**src/rtl/spq_pkg.sv**
```systemverilog
// ----------------------------------------------------------------------------
// Sorted priority queue package
// Shared entry, control and neighbor types and the opcode and status codes.
// ----------------------------------------------------------------------------
package spq_pkg;

	localparam logic OP_INSERT = 1'b0;
	localparam logic OP_REMOVE = 1'b1;

	localparam logic [1:0] STATUS_OK    = 2'd0;
	localparam logic [1:0] STATUS_FULL  = 2'd1;
	localparam logic [1:0] STATUS_EMPTY = 2'd2;

	typedef struct packed {
		logic [15:0] id;
		logic [7:0]  prio;
	} entry_t;

	typedef struct packed {
		logic   ins;
		logic   rem;
		entry_t entry;
	} ctrl_t;

	typedef struct packed {
		logic   valid;
		logic   gt;
		entry_t entry;
	} cell_t;

endpackage

```
**src/rtl/spq_cell.sv**
```systemverilog
// ----------------------------------------------------------------------------
// Sorted priority queue cell
// One slot of the sorted row; shifts toward the tail on insert, toward the head
// on remove.
// ----------------------------------------------------------------------------
module spq_cell
	import spq_pkg::*;
(
	input  logic  clk,
	input  logic  arst_n,
	input  ctrl_t ctrl,
	input  cell_t left,
	input  cell_t right,
	output cell_t self
);

	logic   valid_q;
	entry_t entry_q;
	logic   gt;

	// An empty slot counts as holding a priority above every real one.
	assign gt = !valid_q || (entry_q.prio > ctrl.entry.prio);

	assign self.valid = valid_q;
	assign self.gt    = gt;
	assign self.entry = entry_q;

	always_ff @(posedge clk or negedge arst_n) begin
		if (!arst_n) begin
			valid_q <= 1'b0;
		end else if (ctrl.rem) begin
			valid_q <= right.valid;
		end else if (ctrl.ins && gt) begin
			valid_q <= left.gt ? left.valid : 1'b1;
		end
	end

	always_ff @(posedge clk) begin
		if (ctrl.rem) begin
			entry_q <= right.entry;
		end else if (ctrl.ins && gt) begin
			entry_q <= left.gt ? left.entry : ctrl.entry;
		end
	end

endmodule

```
**src/rtl/sorted_priority_queue.sv**
```systemverilog
// ----------------------------------------------------------------------------
// Sorted priority queue
// Bounded queue kept in ascending priority order by a row of compare-and-shift
// cells.
// ----------------------------------------------------------------------------
// All cells compare the new priority and shift in the same cycle, so the block accepts
// an insert or a remove on every clock while no held result stalls s_tready, and
// delivers its result from an output register in the cycle after acceptance.
// Equal priorities leave in arrival order. An insert into a full queue or a
// remove from an empty one leaves the queue unchanged and reports a status.
module sorted_priority_queue
	import spq_pkg::*;
#(
	parameter int CAPACITY = 16
) (
	input  logic        clk,
	input  logic        arst_n,
	input  logic        s_tvalid,
	output logic        s_tready,
	input  logic [23:0] s_tdata,  // item_id[15:0], item_priority[23:16]
	input  logic [0:0]  s_tuser,  // opcode[0]
	output logic        m_tvalid,
	input  logic        m_tready,
	output logic [31:0] m_tdata,  // out_id[15:0], out_priority[23:16], occupancy[28:24]
	output logic [1:0]  m_tuser   // status[1:0]
);

	localparam int CW = $clog2(CAPACITY + 1);

	cell_t           cells [CAPACITY];
	cell_t           lefts [CAPACITY];
	cell_t           rights [CAPACITY];
	ctrl_t           ctrl;
	logic            accept;
	logic            full;
	logic            empty;
	logic [CW-1:0]   count_q;
	logic [CW-1:0]   count_next;
	logic [CW+4:0]   count_ext;
	logic [1:0]      status;
	entry_t          out_entry;
	logic            out_valid_q;
	logic [1:0]      status_q;
	entry_t          out_entry_q;
	logic [4:0]      occupancy_q;

	assign s_tready = !out_valid_q || m_tready;
	assign accept   = s_tvalid && s_tready;
	assign full     = cells[CAPACITY-1].valid;
	assign empty    = !cells[0].valid;

	assign ctrl.ins         = accept && (s_tuser[0] == OP_INSERT) && !full;
	assign ctrl.rem         = accept && (s_tuser[0] == OP_REMOVE) && !empty;
	assign ctrl.entry.id    = s_tdata[15:0];
	assign ctrl.entry.prio  = s_tdata[23:16];

	for (genvar k = 0; k < CAPACITY; k++) begin : g_cell
		if (k == 0) begin : g_head
			assign lefts[k] = '0;
		end else begin : g_left
			assign lefts[k] = cells[k-1];
		end
		if (k == CAPACITY - 1) begin : g_tail
			assign rights[k] = '0;
		end else begin : g_right
			assign rights[k] = cells[k+1];
		end
		spq_cell u_cell (
			.clk    (clk),
			.arst_n (arst_n),
			.ctrl   (ctrl),
			.left   (lefts[k]),
			.right  (rights[k]),
			.self   (cells[k])
		);
	end

	always_comb begin
		count_next = count_q;
		status     = STATUS_OK;
		out_entry  = '0;
		if (s_tuser[0] == OP_INSERT) begin
			if (full) begin
				status = STATUS_FULL;
			end else begin
				count_next = count_q + CW'(1);
			end
		end else begin
			if (empty) begin
				status = STATUS_EMPTY;
			end else begin
				count_next = count_q - CW'(1);
				out_entry  = cells[0].entry;
			end
		end
	end

	assign count_ext = {5'b0, count_next};

	always_ff @(posedge clk or negedge arst_n) begin
		if (!arst_n) begin
			count_q     <= '0;
			out_valid_q <= 1'b0;
		end else begin
			if (accept) begin
				count_q     <= count_next;
				out_valid_q <= 1'b1;
			end else if (m_tready) begin
				out_valid_q <= 1'b0;
			end
		end
	end

	always_ff @(posedge clk) begin
		if (accept) begin
			status_q    <= status;
			out_entry_q <= out_entry;
			occupancy_q <= count_ext[4:0];
		end
	end

	assign m_tvalid = out_valid_q;
	assign m_tuser  = status_q;
	assign m_tdata  = {3'b0, occupancy_q, out_entry_q.prio, out_entry_q.id};

endmodule

```
**config.mk**
```make
export PLATFORM = sky130hd
export DESIGN_NAME = sorted_priority_queue
export DESIGN_NICKNAME = d
export VERILOG_FILES = /design/src/rtl/spq_pkg.sv /design/src/rtl/spq_cell.sv /design/src/rtl/sorted_priority_queue.sv
export SDC_FILE = /design/constraint.sdc
export NUM_CORES = 1
export LEC_CHECK = 0
export ABC_AREA = 1
export CORE_MARGIN = 3
export CORE_UTILIZATION = 46
export CTS_CLUSTER_DIAMETER = 80
export DETAILED_ROUTE_END_ITERATION = 10
export DONT_BUFFER_PORTS = 1
export GPL_TIMING_DRIVEN = 0
export PLACE_DENSITY = 0.7
export RECOVER_POWER = 100
export SETUP_SLACK_MARGIN = 0.1
export SLEW_MARGIN = 20
export SYNTH_ARGS = -nofsm -noshare
export SYNTH_HDL_FRONTEND = slang
export SYNTH_SLANG_ARGS = --single-unit
```
**constraint.sdc**
```tcl
create_clock -name clk -period 2.52 [get_ports clk]
set_input_delay 0.252 -clock clk [delete_from_list [all_inputs] [get_ports clk]]
set_output_delay 0.252 -clock clk [all_outputs]
set_load 0.03 [all_outputs]
```
---- Word-level counts from Yosys, hierarchy flattened ----
Index checks and enable logic that the tools add are counted.
operators by class
  magnitude comparators ................... 16
  reduce and logical (&&, ||, !) cells .... 73
  bitwise gates (word level) .............. 1
  add/sub/neg operators ................... 2
  mux-type cells .......................... 100
operators with widths
  kind                 number
  $mux 24              45
  $gt 8x8->1           16
  $mux 1               50
  $reduce_bool 2->1    17
  $logic_and 1x1->1    21
  $logic_not 1->1      17
  $logic_or 1x1->1     17
  $mux 5               3
  $add 5x1->5 const B  1
  $sub 5x1->5 const B  1
  $mux 2               2
  $reduce_and 2->1     1
  $not 1->1            1
storage, ports and cells
  word-level logic and storage cells ...... 246
  register bits ........................... 437
  output and inout port bits .............. 36
  input port bits ......................... 29

---- Logic depth before layout (Yosys ltp) ----
Gate-level depths: netlist of the first run.
  depth in word-level cells ............... 8
  depth in mapped cells ................... 16
  gate-level depth less buffers ........... 15

---- Modules after synthesis ----
Synthesis of the first run repeated with hierarchy kept, for this count alone.
unflattened totals
  cells, all modules ...................... 3055
  area, all modules ....................... 25991.2 um2
by module, submodules not included
  module                 cells each  sequential area each (um2)  area an instance (um2)  instances
  spq_cell               181         745.7                       1522.7                  16
  sorted_priority_queue  159         1081.0                      1627.8                  1

---- Worst setup path after synthesis of the first run ----
Ideal clock, no wire load.
  path kind ............................... in2reg
  start ................................... input port s_tdata[23]
  end ..................................... register g_cell[0].u_cell.entry_q (netlist bit g_cell[0].u_cell.self[0]) (enable)
  arrival ................................. 2.392 ns
  setup slack ............................. -0.302 ns
  required time ........................... 2.090 ns
  setup time .............................. 0.430 ns
  stages .................................. 10
  buffers on the path ..................... 1
  cells stage by stage .................... inv_1 > clkbuf_1 > ha_1 > a21oi_1 > o21a_1 > nand2_1 > nand2_1 > nand2_2 > nand2_1 > nand2_1
on the way
  word-level cells in the longest chain between the ends .. 4
ends and longest elaborated chain
  what                         RTL line                     source
  start, declared              sorted_priority_queue.sv:20  input logic [23:0] s_tdata,
  $gt 8x8->1                   spq_cell.sv:22               assign gt = !valid_q || (entry_q.prio > ctrl.entry.prio);
  $logic_or 1x1->1             spq_cell.sv:22
  $logic_and 1x1->1            spq_cell.sv:41               end else if (ctrl.ins && gt) begin
  $reduce_bool 2->1 (no line)  -
  end signal, assigned         spq_cell.sv:40               entry_q <= right.entry;
  end signal, assigned         spq_cell.sv:42               entry_q <= left.gt ? left.entry : ctrl.entry;
  end, declared                spq_cell.sv:18               entry_t entry_q;
Every way passes these cells.
A chain may end at the register's enable or synchronous reset.

---- Worst setup path in the final report of the first run ----
  start ................................... register out_valid_q (netlist: m_tvalid)
  end ..................................... register g_cell[5].u_cell.entry_q (netlist bit g_cell[5].u_cell.self[4]) (enable)
on the way
  word-level cells in the longest chain between the ends .. 7
  elaborated cells on any way between the ends .. 9
  those cells by class .................... reduce/logical: 9
ends and longest elaborated chain
  what                             RTL line                      source
  start, declared                  sorted_priority_queue.sv:42   logic out_valid_q;
  start signal, assigned           sorted_priority_queue.sv:103  out_valid_q <= 1'b0;
  start signal, assigned           sorted_priority_queue.sv:107  out_valid_q <= 1'b1;
  start signal, assigned           sorted_priority_queue.sv:109  out_valid_q <= 1'b0;
  $logic_not 1->1 (*)              sorted_priority_queue.sv:47   assign s_tready = !out_valid_q || m_tready;
  $logic_or 1x1->1 (*)             sorted_priority_queue.sv:47
  net s_tready                     sorted_priority_queue.sv:19   output logic s_tready,
  $logic_and 1x1->1 (*)            sorted_priority_queue.sv:48   assign accept = s_tvalid && s_tready;
  $logic_and 1x1->1 (2 in series)  sorted_priority_queue.sv:52   assign ctrl.ins = accept && (s_tuser[0] == OP_INSERT) && !full;
  $logic_and 1x1->1                spq_cell.sv:41
  $reduce_bool 2->1 (no line) (*)  -
  end signal, assigned             spq_cell.sv:40
  end signal, assigned             spq_cell.sv:42
  end, declared                    spq_cell.sv:18
The timed path passes the listed nets; every way through them passes the cells marked *.

==> results of run 1 <==
stage by stage:
step	hold WS (ns)	setup slack (ns)	std cells	setup TNS, ns	util
after detailed placement	-0.04294	-1.344	4262	-677.28	0.4843
after global routing	0.02684	0.02745	4372	0	0.5171
after floorplan	-0.04359	0.004116	3497	0	-
after CTS	0.004552	0.1144	4371	0	0.5174
after global placement	-0.04307	-1.358	4262	-672.41	0.4843
final	0.01741	0.1390	4373	0	0.5172
state kept, by name, summed over array words and instances (netlist names):
register	flops
count_q	5
g_cell.u_cell.self	384
g_cell.u_cell.valid_q	16
m_tdata	24
m_tuser	2
m_tvalid	1
occupancy_q	5
layout make-up:
type                    count  area (um^2)
diodes                      1        2.502
plain buffers             230         1259
clock buffers              61         1270
clock inverters            27        266.5
fillers                  5600        28020
inverters                 444         1667
multi-input cells        2387        11610
flip-flops and latches    437        12770
well taps                 765        957.2
repair buffers             21        203.9
cell usage in the layout (no fill, tap or decap), types with 4 or more instances in the layout:
master and count:
clkinv_2 7, ha_1 122, nand2_2 29, nor2_1 47, o21ai_0 30, clkbuf_1 90
nand2_8 6, clkbuf_8 6, inv_2 13, o21bai_1 13, buf_6 5, clkinv_1 11
a21oi_1 42, dfxtp_1 24, o21a_1 38, nand4_1 17, bufinv_16 5, buf_2 59
edfxtp_1 391, xor2_1 4, buf_4 44, dfrtp_1 22, nand3_1 749, clkbuf_2 36
nand2_4 13, inv_1 431, clkbuf_16 48, dlygate4sd3_1 20, nand2_1 1268
how the worst max path moves through the flow:
stage / start / endpoint / cells after the start
after floorplan: s_tdata[17] / g_cell[3].u_cell.self[0]$_DFFE_PP_ / 13
after global placement: s_tdata[17] / g_cell[1].u_cell.self[2]$_DFFE_PP_ / 13
after detailed placement: s_tdata[19] / g_cell[4].u_cell.self[3]$_DFFE_PP_ / 13
after CTS: m_tvalid$_DFFE_PN0P_ / g_cell[9].u_cell.self[6]$_DFFE_PP_ / 7
after global routing: g_cell[1].u_cell.self[7]$_DFFE_PP_ / g_cell[1].u_cell.self[9]$_DFFE_PP_ / 8
final: m_tvalid$_DFFE_PN0P_ / g_cell[5].u_cell.self[4]$_DFFE_PP_ / 7
where the power goes:
part           total (mW)  internal [mW]  switching [mW]
Sequential           12.0           10.7            1.37
Combinational        10.2           3.19            6.98
Clock                7.12           4.07            3.05
critical path: stages, from the launching register on:
cell and delay (ns):
dfrtp_1 0.53, nand2_2 0.24, nand2_2 0.24, nor2_4 0.06, inv_2 0.11, buf_2 0.30
buf_8 0.29, nand2_4 0.25
per-layer routing:
metal | track usage | share of wire | vias to the layer above
li1 | - | - | 11500
met4 | 0.09888 | 0.036 | 4
met3 | 0.06431 | 0.10 | 221
met5 | 0 | 0.00031 | -
met1 | 0.3621 | 0.40 | 11540
met2 | 0.4390 | 0.46 | 1143
repair_timing:
action                                 4_1_cts  5_1_grt
setup endpoints to repair                  683      385
pin swaps                                    0        1
hold buffers                                21        0
gates resized for setup                     40       26
gates cloned                                 0        1
setup buffers                                0        0
endpoints found under the hold margin       42        0
cells by family after synthesis:
logic type,after synthesis
AOI/OAI and AO/OA,125
other,1
buffers and inverters,674
xor gates and xnor gates,4
and+or+nand+nor,2132
adders and majority gates,122
DFF,437
cell usage after synthesis, types with 2 or more instances:
cell / number / area share
nand2_1: 1283 / 0.18
nand3_1: 749 / 0.14
inv_1: 431 / 0.060
edfxtp_1: 391 / 0.43
ha_1: 122 / 0.056
buf_2: 84 / 0.016
clkbuf_1: 71 / 0.0098
buf_4: 69 / 0.019
nor2_1: 47 / 0.0065
a21oi_1: 42 / 0.0078
o21a_1: 38 / 0.011
nand2_2: 31 / 0.0072
o21ai_0: 27 / 0.0050
dfxtp_1: 24 / 0.018
dfrtp_1: 22 / 0.020
nand4_1: 17 / 0.0039
o21bai_1: 13 / 0.0036
inv_2: 12 / 0.0017
buf_6: 4 / 0.0017
xor2_1: 4 / 0.0013
nor2_4: 3 / 0.0012
o21ai_1: 3 / 0.00055
buf_1: 2 / 0.00028
==> qor.log, run 1 <==
[run] max-cap check violation count 0
[drt] Iteration-0 DRC Markers 2,795
[min_path] worst hold-check path type in -> reg
[sta] number of max-slew violations in the final report 0
[clock_tree] cell at the root of the clock tree clkbuf_16
[clock_tree] TritonCTS buffer count 47
[drt] Vias/cell 5.581
[sta] Slew headroom 0.02414
[final_layout] fraction of layout instances using a drive strength above 1 0.07790
[floorplanning] DIE WIDTH 248.8 um
[final_layout] signed area change from the synthesized netlist to the final layout 10.68%
[min_path] hold depth 2
[pwr] leakage 14.58 nW
[worst_setup_path] crit-path max FO 24
[worst_setup_path] worst endpoint required time 2.79 ns
[logic_synthesis] synthesized instance count 3,495
[min_path] endpoint of the worst hold path m_tuser[0]$_SDFFCE_PP0P_
[drt] router iterations before antenna repair 6
[worst_setup_path] start of the worst register-to-register path m_tvalid$_DFFE_PN0P_
[place] detailed-placement wirelength estimate 62.92 mm
[logic_synthesis] prevailing post-synth register cell edfxtp_1
[drt] total vias in the final route 24.41k
[global_route] antenna violations before repair 4
[status] run status finished, final reports clean
[sta] Final Cycle Share 0.9448
[min_path] origin of the worst min-delay path s_tuser
[logic_synthesis] asr flop ratio synth 0.05034
[pwr] Power Total 29.33 mW
[logic_synthesis] xor/xnor share of the synthesized area 0.001292
[logic_synthesis] synthesized area per cell 7.758 um^2
[sta] Worst Max-Slew Pin Slew 1.464 ns
[clock_tree] clock slew seen by the registers of the worst setup and hold paths 0.06 ns
[sta] unrepaired setup endpoints after global routing yes
[worst_setup_path] critical path startpoint category flop
[place] count of port buffers added during placement 0
[worst_setup_path] Worst setup EP type flop
[drt] count of nets left with antenna violations after detail routing 0
[drt] Detailed Route WL 86.94 mm
[clock_tree] TritonCTS clock tree built
[clock_tree] maximum buffer depth of the clock tree 3
[final_layout] fin nets 3,719
[sta] total of endpoints with negative setup slack in the final report 0
[drt] post-route DRC violation count 0
[logic_synthesis] multiplexer share of the synthesized area 0
[place] RePlAce Congestion 0.9202
[global_route] vias in the first global route 23.12k
[global_route] pin count of the biggest net entering global routing 40
[logic_synthesis] Warnings, synthesis 0
[logic_synthesis] share of synthesized cell area in and, or, nand and nor gates 0.3353
[global_route] GRT Total Usage 0.2735
[logic_synthesis] fraction of the mapped netlist area in adder cells 0.05630
[floorplanning] die footprint 61,890 um^2
[logic_synthesis] count of unique library cells instantiated by Yosys 29
[sta] Layout Skew 0.02158 ns
[floorplanning] Floorplan Core Area 58,030 um^2
[logic_synthesis] synthesized flop and latch total 437
[global_route] global-route wire length before repair 132.2 mm
[clock_tree] maximum level of the CTS H-tree 2
[worst_setup_path] Arrival @ worst endpoint 2.65 ns
[worst_setup_path] Worst Reg2Reg Path Length in Cells 7
[drt] WL/cell 19.88 um
[floorplanning] Starting Density 0.4673
[clock_tree] Clk Latency, worst-skew pair 0.61 ns
[floorplanning] number of core rows 88
[logic_synthesis] fraction of the mapped netlist area in compound gates 0.02801
[logic_synthesis] Synth Cell Area 27,110 um^2
[sta] max frequency 420.0 MHz
[final_layout] post-route cell area 30,010 um^2
[logic_synthesis] sequential cell area fraction in the yosys report 0.4711
[worst_setup_path] register-to-register setup slack 0.14 ns
[floorplanning] total I/O pin count 65
[sta] endpoints failing hold 0
[pwr] worst vdd rail ir drop 0.6952 mV
[logic_synthesis] count of flip-flops with a built-in enable after synthesis 391
[clock_tree] CTS sink count 437
[worst_setup_path] CP Class reg -> reg
[sta] Final min period 2.381 ns
[floorplanning] die height 248.8 um
[global_route] total gr overflow 0
[worst_setup_path] terminus of the critical flop-to-flop path g_cell[5].u_cell.self[4]$_DFFE_PP_
[pwr] pwr/cell area 977.5 nW/um^2
[logic_synthesis] main combinational cell family by area after synthesis simple AND/OR/NAND/NOR gates
[place] placement-stage cell area 28,100 um^2
(Power assumes the default switching activity.)
==> run 2: changes to the inputs <==
==> constraint.sdc (replaced) <==
create_clock -name clk -period 2.52 [get_ports clk]
set_input_delay 0 -clock clk [delete_from_list [all_inputs] [get_ports clk]]
set_output_delay 0 -clock clk [all_outputs]
set_load 0.03 [all_outputs]
==> run 2 against run 1 <==
Setup slack got worse by 0.041 ns. Utilization rose by 0.24 points. Register-to-register slack worse by 0.04 ns. Clock skew decreased by 0.00077 ns. Routed wire length is 0.55% higher. Sequential share of layout area down 0.20 points. Clock power fell by 5.8%. Design area up 0.46%. Sequential power about the same. Power down 1.1%. Largest power group unchanged. Highest routed layer unchanged.
==> qor.log, run 2 (synthesis gave the netlist of run 1 again) <==
[pwr] switching share of power 0.3921 [+0.003631]
[clock_tree] maximum level of the CTS H-tree 2 [unchanged]
[drt] wl on met1 35.63 mm [+1.2%]
[global_route] vias in the first global route 23.05k [-0.28%]
[place] minimum setup slack after placement -1.267 ns [+0.07789 ns]
[floorplanning] die footprint 61,890 um^2 [unchanged]
[drt] Detailed Route WL 87.42 mm [+0.55%]
[sta] Slew headroom 0.01833 [-0.005806]
[pwr] worst vdd rail ir drop 0.5311 mV [-24%]
[drt] Iteration-0 DRC Markers 2,794 [-0.036%]
[sta] final setup slack of the worst path 0.09770 ns [-0.04129 ns]
[worst_setup_path] Arrival @ worst endpoint 2.89 ns [+0.24 ns]
[floorplanning] number of core rows 88 [unchanged]
[place] detailed-placement wirelength estimate 62.90 mm [about the same]
[final_layout] most common library cell in the layout ignoring fill and taps nand2_1
[pwr] Power Internal 17.63 mW [-1.7%]
[final_layout] Largest register FFs 384 [unchanged]
[final_layout] commonest cells after routing, fill and taps aside nand2_1 (1,269), nand3_1 (749), inv_1 (431)
[worst_setup_path] cell repeated most along the worst path clkbuf_2
[sta] setup TNS 0 ns [unchanged]
[min_path] origin of the worst min-delay path s_tdata[17]
[sta] endpoints failing hold 0 [unchanged]
[final_layout] fin nets 3,743 [+0.65%]
[drt] count of nets left with antenna violations after detail routing 0 [unchanged]
[worst_setup_path] CP delay by family, top buffers and inverters
[floorplanning] DIE WIDTH 248.8 um [unchanged]
[worst_setup_path] start of the worst register-to-register path m_tvalid$_DFFE_PN0P_
[drt] WL met2 40.08 mm [+0.73%]
[sta] total of endpoints with negative setup slack in the final report 0 [unchanged]
[floorplanning] total I/O pin count 65 [unchanged]
[worst_setup_path] CP Class reg -> reg
[place] RePlAce Congestion 0.9056 [-1.6%]
[clock_tree] maximum buffer depth of the clock tree 3 [unchanged]
[drt] WL/cell 19.88 um [about the same]
[global_route] global-route wire length before repair 132.6 mm [+0.31%]
[worst_setup_path] cell type of the slowest stage on the worst timing path dfrtp_1
[worst_setup_path] terminus of the critical flop-to-flop path g_cell[3].u_cell.self[21]$_DFFE_PP_
[floorplanning] Floorplan Core Area 58,030 um^2 [unchanged]
[pwr] pwr/cell area 962.1 nW/um^2 [-1.6%]
[clock_tree] clock slew seen by the registers of the worst setup and hold paths 0.06 ns [about the same]
[sta] unrepaired setup endpoints after global routing yes
[floorplanning] die height 248.8 um [unchanged]
[sta] Final Cycle Share 0.9612 [+0.01638]
[drt] total vias in the final route 24.57k [+0.66%]
[run] max-cap check violation count 0 [unchanged]
[min_path] hold depth 4 [+2]
[place] count of port buffers added during placement 0 [unchanged]
[clock_tree] cell at the root of the clock tree clkbuf_16
[clock_tree] Clk Latency, worst-skew pair 0.59 ns [-0.02 ns]
[drt] Vias/cell 5.587 [+0.11%]
[pwr] switching power summed over all nets 11.37 mW [-0.19%]
[worst_setup_path] Worst setup EP type flop
[pwr] fraction of power consumed by sequential logic 0.415 [+0.004]
[drt] uppermost layer routed met5
[sta] Layout Skew 0.02081 ns [-0.0007685 ns]
[sta] number of max-slew violations in the final report 0 [unchanged]
[pwr] leakage 14.64 nW [+0.45%]
[worst_setup_path] register-to-register setup slack 0.1 ns [-0.04 ns]
[place] number of placed cells counting well taps 4,262 [unchanged]
[sta] max frequency 412.8 MHz [-1.7%]
[worst_setup_path] worst endpoint required time 2.99 ns [+0.20 ns]
[worst_setup_path] Worst Reg2Reg Path Length in Cells 8 [+1]
[sta] Worst Max-Slew Pin Slew 1.473 ns [+0.008710 ns]
[sta] Final min period 2.422 ns [+0.04129 ns]
[global_route] total gr overflow 0 [unchanged]
[worst_setup_path] largest stage delay on the critical path 0.50 ns [-0.03 ns]
[drt] length of routed met3 wiring 8.642 mm [-2.0%]
[final_layout] fraction of layout instances using a drive strength above 1 0.07959 [+0.001688]
[global_route] GRT Total Usage 0.2743 [+0.0008264]
[clock_tree] TritonCTS buffer count 47 [unchanged]
[global_route] pin count of the biggest net entering global routing 40 [unchanged]
[worst_setup_path] buffer and inverter count on the worst path 3 [unchanged]
[min_path] endpoint of the worst hold path g_cell[1].u_cell.self[1]$_DFFE_PP_
[drt] router iterations before antenna repair 6 [unchanged]
[floorplanning] Starting Density 0.4673 [unchanged]
[pwr] fraction of power consumed by the clock network 0.231 [-0.012]
[final_layout] number of filler cells placed in the layout 5,582 [-0.32%]
[drt] post-route DRC violation count 0 [unchanged]
[clock_tree] CTS sink count 437 [unchanged]
[worst_setup_path] critical path startpoint category flop
[final_layout] count of non-filler cells in the finished layout 4,397 [+0.55%]
[worst_setup_path] critical-path cell list nand2_2, nand2_2, nor2_4, clkbuf_2, clkbuf_2, clkbuf_2, nand2_1, nand2_1
[worst_setup_path] crit-path max FO 10 [-58%]
[global_route] antenna violations before repair 5 [+1]
[final_layout] signed area change from the synthesized netlist to the final layout 11.19%
[min_path] worst hold-check path type in -> reg
[status] run status finished, final reports clean
[pwr] combinational fraction of design power 0.354 [+0.007]
[clock_tree] TritonCTS clock tree built
[run 2: how the worst max path moves through the flow]
stage                                                     end                                start  cells past startpoint
final                     g_cell[3].u_cell.self[21]$_DFFE_PP_                 m_tvalid$_DFFE_PN0P_                      8
after global placement     g_cell[0].u_cell.self[0]$_DFFE_PP_                          s_tdata[17]                     13
after floorplan            g_cell[0].u_cell.self[0]$_DFFE_PP_                 m_tvalid$_DFFE_PN0P_                      7
after detailed placement   g_cell[0].u_cell.self[0]$_DFFE_PP_                          s_tdata[19]                     13
after global routing       g_cell[1].u_cell.self[2]$_DFFE_PP_   g_cell[1].u_cell.self[7]$_DFFE_PP_                      8
after CTS                 g_cell[10].u_cell.self[0]$_DFFE_PP_  g_cell[10].u_cell.self[1]$_DFFE_PP_                     11
[run 2: layout make-up]
type,count,area [um^2],area share
Antenna cell,1,2.502,0.00008300
Buffer,230,1216,0.04034
Clock buffer,67,1313,0.04354
Clock inverter,21,130.1,0.004316
Inverter,444,1667,0.05528
Multi-Input combinational cell,2386,11640,0.3862
Sequential cell,437,12770,0.4237
Tap cell,765,957.2,0.03175
Timing Repair Buffer,46,446.7,0.01482
[run 2: worst reg2reg max path: cells and delay by family (launching register included)]
kind	cells	cell delay (ns)
flops	1	0.50
simple gates	5	0.79
buf+inv	3	0.99
[run 2: power by group through the flow]
stage / clock, mW / sequential (mW) / combinational, mW
CTS: 6.71 / 12.0 / 10.0
floorplan: 0 / 11.6 / 7.29
global route: 7.02 / 12.2 / 11.5
finish: 6.71 / 12.0 / 10.3
detailed placement: 0 / 12.2 / 9.78
global placement: 0 / 12.2 / 9.51
[run 2: layer usage]
| layer | vias to the layer above | track usage |
|---|---|---|
| met4 | 4 | 0.09838 |
| li1 | 11560 | - |
| met5 | - | 0.01313 |
| met1 | 11680 | 0.3648 |
| met3 | 194 | 0.06713 |
| met2 | 1122 | 0.4356 |
[run 2: what timing repair did]
item / CTS / global route
resized for setup: 36 / 29
hold buffers: 43 / 1
buffers inserted: 0 / 3
endpoints found under the hold margin: 172 / 1
setup endpoints to repair: 387 / 388
pin swaps: 0 / 3
[run 2: metrics by stage]
step                      total power [mW]  instance area [um^2]  utilization  hold slack (ns)
after floorplan                      18.93                 27130            -          -0.2956
after global placement               21.67                 28090       0.4840          -0.2950
after detailed placement             21.95                 28090       0.4841          -0.2950
after CTS                            28.72                 30110       0.5188         0.007039
after global routing                 30.73                 30150       0.5195          0.06219
final                                29.01                 30150       0.5196          0.03823
